<file path="src/rtl/urd_pkg.sv">
`default_nettype none

package urd_pkg;

	// Width of every field on the ports.
	localparam int unsigned DATA_W = 32;

	// Default operand width used by the arithmetic.
	localparam int unsigned WIDTH_DEFAULT = 32;

	// Input item: one division request.
	typedef struct packed {
		logic [DATA_W-1:0] dividend;
		logic [DATA_W-1:0] divisor;
	} operands_t;

	// Result item: quotient and remainder.
	typedef struct packed {
		logic [DATA_W-1:0] quotient;
		logic [DATA_W-1:0] remainder;
	} result_t;

endpackage

`default_nettype wire

</file>
<file path="src/rtl/urd_cell.sv">
`default_nettype none

// One restoring step: shift in the next dividend bit, try the subtraction,
// keep or restore the partial remainder, and register the result.
module urd_cell import urd_pkg::*; #(
	parameter int unsigned WIDTH = WIDTH_DEFAULT
) (
	input  wire logic             clk,
	input  wire logic             arst_n,
	input  wire logic             valid_in,
	input  wire logic [WIDTH-1:0] rem_in,
	input  wire logic [WIDTH-1:0] dq_in,
	input  wire logic [WIDTH-1:0] div_in,
	output logic                  valid_out,
	output logic      [WIDTH-1:0] rem_out,
	output logic      [WIDTH-1:0] dq_out,
	output logic      [WIDTH-1:0] div_out
);

	logic [WIDTH:0]   shifted;
	logic [WIDTH+1:0] diff;
	logic             borrow;
	logic [WIDTH-1:0] rem_next;
	logic [WIDTH-1:0] dq_next;

	logic             valid_q;
	logic [WIDTH-1:0] rem_q;
	logic [WIDTH-1:0] dq_q;
	logic [WIDTH-1:0] div_q;

	// Trial subtraction; the top bit of the difference is the borrow.
	always_comb begin
		shifted  = {rem_in, dq_in[WIDTH-1]};
		diff     = {1'b0, shifted} - {2'b00, div_in};
		borrow   = diff[WIDTH+1];
		// The kept value is below the divisor, so WIDTH bits hold it.
		rem_next = borrow ? shifted[WIDTH-1:0] : diff[WIDTH-1:0];
		// Dividend bits move out at the top while quotient bits enter below.
		dq_next  = {dq_in[WIDTH-2:0], ~borrow};
	end

	// Only the valid flag needs a reset.
	always_ff @(posedge clk or negedge arst_n) begin
		if (!arst_n) begin
			valid_q <= 1'b0;
		end else begin
			valid_q <= valid_in;
		end
	end

	// Payload moves on every cycle.
	always_ff @(posedge clk) begin
		rem_q <= rem_next;
		dq_q  <= dq_next;
		div_q <= div_in;
	end

	assign valid_out = valid_q;
	assign rem_out   = rem_q;
	assign dq_out    = dq_q;
	assign div_out   = div_q;

endmodule

`default_nettype wire

</file>
<file path="src/rtl/unsigned_restoring_divider.sv">
// Unsigned restoring divider. A division is requested by raising start with
// the operands; busy is always low, so a new division may start on every
// clock cycle. Each result appears on result with done high for exactly one
// cycle, once its request has passed the chain of WIDTH cells, one per quotient
// bit, each registered, in the order the requests came; the receiver cannot
// stall and must take it in that cycle. A zero divisor gives a quotient of
// all ones and a remainder equal to the dividend.
// Operand bits above WIDTH are ignored and result bits above WIDTH are zero.
`default_nettype none

module unsigned_restoring_divider import urd_pkg::*; #(
	parameter int unsigned WIDTH = WIDTH_DEFAULT
) (
	input  wire logic      clk,
	input  wire logic      arst_n,
	input  wire logic      start,
	output logic           busy,
	input  wire operands_t operands,
	output logic           done,
	output result_t        result
);

	logic             stage_valid [WIDTH+1];
	logic [WIDTH-1:0] stage_rem   [WIDTH+1];
	logic [WIDTH-1:0] stage_dq    [WIDTH+1];
	logic [WIDTH-1:0] stage_div   [WIDTH+1];

	// The chain always advances, so a transfer is never refused.
	assign busy = 1'b0;

	// Head of the chain: partial remainder starts at zero.
	assign stage_valid[0] = start;
	assign stage_rem[0]   = '0;
	assign stage_dq[0]    = operands.dividend[WIDTH-1:0];
	assign stage_div[0]   = operands.divisor[WIDTH-1:0];

	// One cell per quotient bit, most significant bit first.
	for (genvar i = 0; i < WIDTH; i++) begin : g_cell
		urd_cell #(
			.WIDTH(WIDTH)
		) u_cell (
			.clk      (clk),
			.arst_n   (arst_n),
			.valid_in (stage_valid[i]),
			.rem_in   (stage_rem[i]),
			.dq_in    (stage_dq[i]),
			.div_in   (stage_div[i]),
			.valid_out(stage_valid[i+1]),
			.rem_out  (stage_rem[i+1]),
			.dq_out   (stage_dq[i+1]),
			.div_out  (stage_div[i+1])
		);
	end

	// Tail of the chain drives the result ports directly.
	assign done             = stage_valid[WIDTH];
	assign result.quotient  = DATA_W'(stage_dq[WIDTH]);
	assign result.remainder = DATA_W'(stage_rem[WIDTH]);

endmodule

`default_nettype wire

</file>
<file path="config.mk">
export PLATFORM = sky130hd
export DESIGN_NAME = unsigned_restoring_divider
export DESIGN_NICKNAME = d
export VERILOG_FILES = /design/src/rtl/urd_pkg.sv /design/src/rtl/urd_cell.sv /design/src/rtl/unsigned_restoring_divider.sv
export SDC_FILE = /design/constraint.sdc
export NUM_CORES = 2
export LEC_CHECK = 0
export BUFFER_PORTS_ARGS = -buffer_cell sky130_fd_sc_hd__buf_2
export CORE_MARGIN = 5
export CORE_UTILIZATION = 55
export CTS_CLUSTER_SIZE = 12
export DETAILED_ROUTE_END_ITERATION = 6
export PLACE_DENSITY_LB_ADDON = 0.08
export REMOVE_ABC_BUFFERS = 1
export SYNTH_ARGS = -nofsm -noshare
export SYNTH_HDL_FRONTEND = slang
export SYNTH_HIERARCHICAL = 1
export SYNTH_SLANG_ARGS = --single-unit
</file>
<file path="constraint.sdc">
create_clock -name clk -period 5.64 [get_ports clk]
set_input_delay 1.128 -clock clk [delete_from_list [all_inputs] [get_ports clk]]
set_output_delay 1.128 -clock clk [all_outputs]
set_load 0.05 [all_outputs]
</file>
## After elaboration in Yosys (flattened, before gate mapping)

Cells that the tools add are included.

| operators by class | value |
|---|---|
| add/sub/neg operators | 32 |
| muxes and demuxes | 32 |
| bitwise logic cells | 32 |

Operators by type and width:

| cell | count |
|---|---|
| subtractor 33 x 32 -> 34 bit | 31 |
| two-way mux 32 bit | 31 |
| subtractor 1 x 32 -> 33 bit | 1 |
| inverter 1 bit | 32 |
| two-way mux 1 bit | 1 |

| storage, ports and cells | value |
|---|---|
| register bits | 3072 |
| input port bits | 67 |
| output and inout port bits | 66 |
| word-level logic and storage cells | 224 |

## Depth between registers and ports, before layout

| logic depth | value |
|---|---|
| word-level depth | 2 |
| depth in mapped cells | 14 |
| depth with buffers taken out | 12 |

## Cells and area by module

Netlist, hierarchy kept.

By module, submodules not included:

| module | instances | cells each | area each (sq um) | seq. area each (sq um) |
|---|---|---|---|---|
| urd_cell (g_cell[23].u_cell ...) | 14 | 453 | 4176.5 | 1946.9 |
| urd_cell (g_cell[0].u_cell ...) | 12 | 418 | 4354.2 | 1946.9 |
| urd_cell (g_cell[10].u_cell ...) | 3 | 415 | 4366.7 | 1946.9 |
| urd_cell (g_cell[30].u_cell ...) | 3 | 429 | 4285.4 | 1946.9 |
| unsigned_restoring_divider | 1 | 2 | 11.3 | 0.0 |

## Worst setup path before layout

OpenSTA, ideal clock, no wires.

| path | value |
|---|---|
| path type | input -> register |
| start point | input operands[63] in the netlist's numbering |
| end point | register g_cell[0].u_cell.rem_q[28] |
| setup time | 0.121 ns |
| arrival time | 3.528 ns |
| path slack | 1.991 ns |
| stages | 12 |
| cells stage by stage | inv_1 ha_1 inv_1 fa_1 a211oi_1 o211a_1 o31ai_1 o41a_1 a41oi_1 o21ai_0 a21boi_0 mux2_4 |

| on the way | value |
|---|---|
| cells in the longest elaborated chain, start to end | 1 |

Ends and longest elaborated chain:

| element | line | RTL |
|---|---|---|
| start: declaration | unsigned_restoring_divider.sv:18 | `input wire operands_t operands,` |
| subtractor 1 x 32 -> 33 bit | urd_cell.sv:34 | `diff = {1'b0, shifted} - {2'b00, div_in};` |
| end signal: assignment | urd_cell.sv:53 | `rem_q <= rem_next;` |
| end: declaration | urd_cell.sv:27 | `logic [WIDTH-1:0] rem_q;` |

Every way passes these cells.
A chain may end at the register's enable or synchronous reset.

## Final worst setup path

| path | value |
|---|---|
| start point | register g_cell[16].u_cell.div_q[0] |
| end point | register g_cell[17].u_cell.rem_q[30] |

| on the way | value |
|---|---|
| cells in the longest elaborated chain, start to end | 2 |

Ends and longest elaborated chain:

| element | line | RTL |
|---|---|---|
| start: declaration | urd_cell.sv:29 | `logic [WIDTH-1:0] div_q;` |
| start signal: assignment | urd_cell.sv:55 | `div_q <= div_in;` |
| subtractor 33 x 32 -> 34 bit | urd_cell.sv:34 |  |
| two-way mux 32 bit | urd_cell.sv:37 | `rem_next = borrow ? shifted[WIDTH-1:0] : diff[WIDTH-1:0];` |
| via g_cell[17].u_cell.rem_next[30] | urd_cell.sv:23 | `logic [WIDTH-1:0] rem_next;` |
| end signal: assignment | urd_cell.sv:53 |  |
| end: declaration | urd_cell.sv:27 |  |

The timed path passes the listed nets, and every way through them passes these cells.

==> run metrics <==
Max-Cap Viols 0; highest clock rate 0.2408 GHz; final wirelength 349500 µm; num ports 133; first-pass GRT wire length 546200 µm; setup TNS 0 ps; FF-to-FF setup slack 1490 ps; CP Class register to register; gp weighted congestion 0.9363; htree depth 5; Global Route Usage Sum 26.23%; Avg WL per Cell 19.95 µm; PostCTS Resize Cnt 0; drt first-iter violations 8078; initial core utilization 55.27%; Rel. slew slack 18.32%; initial antenna violation count 14; Critical Path End g_cell[17].u_cell/rem_out[30]; Max Slew Vio Count 0; leakage 67.91 nW; Synth Area per Inst 9.816 µm²; Setup Fix Bufs, Post-CTS 0; Fin Hold WS 232.7 ps; Final Non-Filler Cells 17520; die width 507.4 µm; Final Util 60.70%; Peak VDD IR 0.4071 mV; first-pass iteration count of the detailed router 7; largest net degree at the start of global routing 63; CP Launch Type register; Final Net Count 15150; final setup fails 0; min Tclk post-route 4153 ps; hold violation count in the final report 0; worst-margin pin slew 1222 ps; CP Capture Type register; die area 257400 µm²; HPWL Detailed 270000 µm; Pwr Density 720.7 nW/µm²; reg2reg path depth 12; worst-skew pair later-pin latency 960 ps; Root Driver clkbuf_16; skew final 88.65 ps; Std-Cell Rows 182; reg2reg start g_cell[16].u_cell/div_out[0]; die height 507.4 µm; fillcell total 20600; clk buf depth 4; final period utilization 73.63%; clk sinks 3072; CTS Buf Count 340; port buffer count 131; via count 99950; Antenna Nets Post-Route 0; Area Growth Syn to Fin 9.823%; placed insts 16990; DRC viols 0; hold-fix buffers at CTS 0; crit path max fanout 4; CTS clock-pin slew for the worst setup and hold paths 60 ps; DP Area 138900 µm²; Hold Crit Class input pin to async pin; YS warnings 6; fin area 149400 µm²; CP startpoint g_cell[16].u_cell/div_out[0]; total gr overflow 0; Avg Vias per Cell 5.705; WP data arrival 4930 ps; outcome finished, final reports clean; CTS tree yes; synthesized instance count 13860; RSZ-0062 raised after global routing false; share of layout cells above drive strength 1 9.201%; vias in the first global route 98210; mapped cell area 136000 µm²; Core Area 246200 µm²; Critical R2R Capture g_cell[17].u_cell/rem_out[30]; CP Data Required Time 6420 ps
==> metrics by stage <==
step / setup slack (ps) / power (W)
floorplan: 1602 / 0.07263
global placement: 1360 / 0.08542
detailed placement: 1437 / 0.08606
CTS: 1679 / 0.1077
global route: 1362 / 0.1148
finish: 1487 / 0.1077
==> sequential cells by signal, indices dropped and copies added, names as in the netlist <==
register and cells:
g_cell.u_cell/dq_out 1024, g_cell.u_cell/rem_out 1024, g_cell.u_cell/valid_out 32, g_cell.u_cell/div_out 992
==> layout by cell type, fill, tap and decap left out, types with 96 or more instances in the layout <==
master	n
a211oi_1	194
a21o_1	334
a21oi_1	977
and3_1	135
buf_2	131
clkbuf_16	343
dfxtp_1	3040
ha_1	1024
inv_1	1291
mux2_2	104
mux2_4	387
mux2i_1	104
nand2_1	1068
nand2b_1	139
nand3_1	228
nand4_1	181
nor2_1	572
nor2b_1	99
nor3_1	150
o211ai_1	119
o21a_1	127
o21ai_0	847
o21ai_1	102
o21bai_1	96
o31ai_1	171
xnor2_1	558
xor2_1	258
==> routing by layer <==
layer	wire (µm)	part of all wire, %	GRT usage [%]	vias to the layer above
met5	36	0.010	0	-
met4	12600	3.6	8.936	6
met3	20120	5.8	4.449	712
met2	163600	47	44.37	3014
met1	153100	44	33.99	47330
li1	-	-	-	48890
==> how the worst min path moves through the flow <==
| stage | from | end | slack, ps | cells after the start |
|---|---|---|---|---|
| floorplan | g_cell[9].u_cell/dq_out[9] | g_cell[10].u_cell/dq_out[10] | 310 | 0 |
| global placement | g_cell[10].u_cell/dq_out[3] | g_cell[11].u_cell/dq_out[4] | 310 | 0 |
| detailed placement | g_cell[14].u_cell/dq_out[21] | g_cell[15].u_cell/dq_out[22] | 310 | 0 |
| CTS | arst_n | g_cell[31].u_cell/valid_out | 180 | 1 |
| global route | operands[42] | g_cell[0].u_cell/dq_out[11] | 200 | 1 |
| finish | arst_n | g_cell[31].u_cell/valid_out | 230 | 1 |
==> area by class of cell <==
class / instances / area [µm²] / share of cell area [%]
clock inverters: 87 / 1150 / 0.7696
inverters: 1294 / 4857 / 3.251
clock buffers: 436 / 9323 / 6.240
repair buffers: 172 / 985.9 / 0.6599
well taps: 3312 / 4144 / 2.774
diodes: 2 / 5.005 / 0.003350
flip-flops and latches: 3072 / 61660 / 41.27
multi-input cells: 9144 / 67290 / 45.04
==> critical path, stage by stage (launching register included) <==
cell      delay (ps)
dfxtp_1          790
ha_1             300
inv_1             60
fa_1             420
a211oi_1         340
o211a_1          270
o31ai_1           80
buf_4            180
a21oi_1          500
o21ai_0          310
a311oi_1         330
nor3_1           130
mux2_4           270
==> where the power goes <==
group	internal [W]	switching, W	total, W
combinational	0.0234	0.0304	0.0539
sequential	0.0287	0.00416	0.0328
clock	0.0126	0.00840	0.0210
Power figures use the tool's default switching activity.
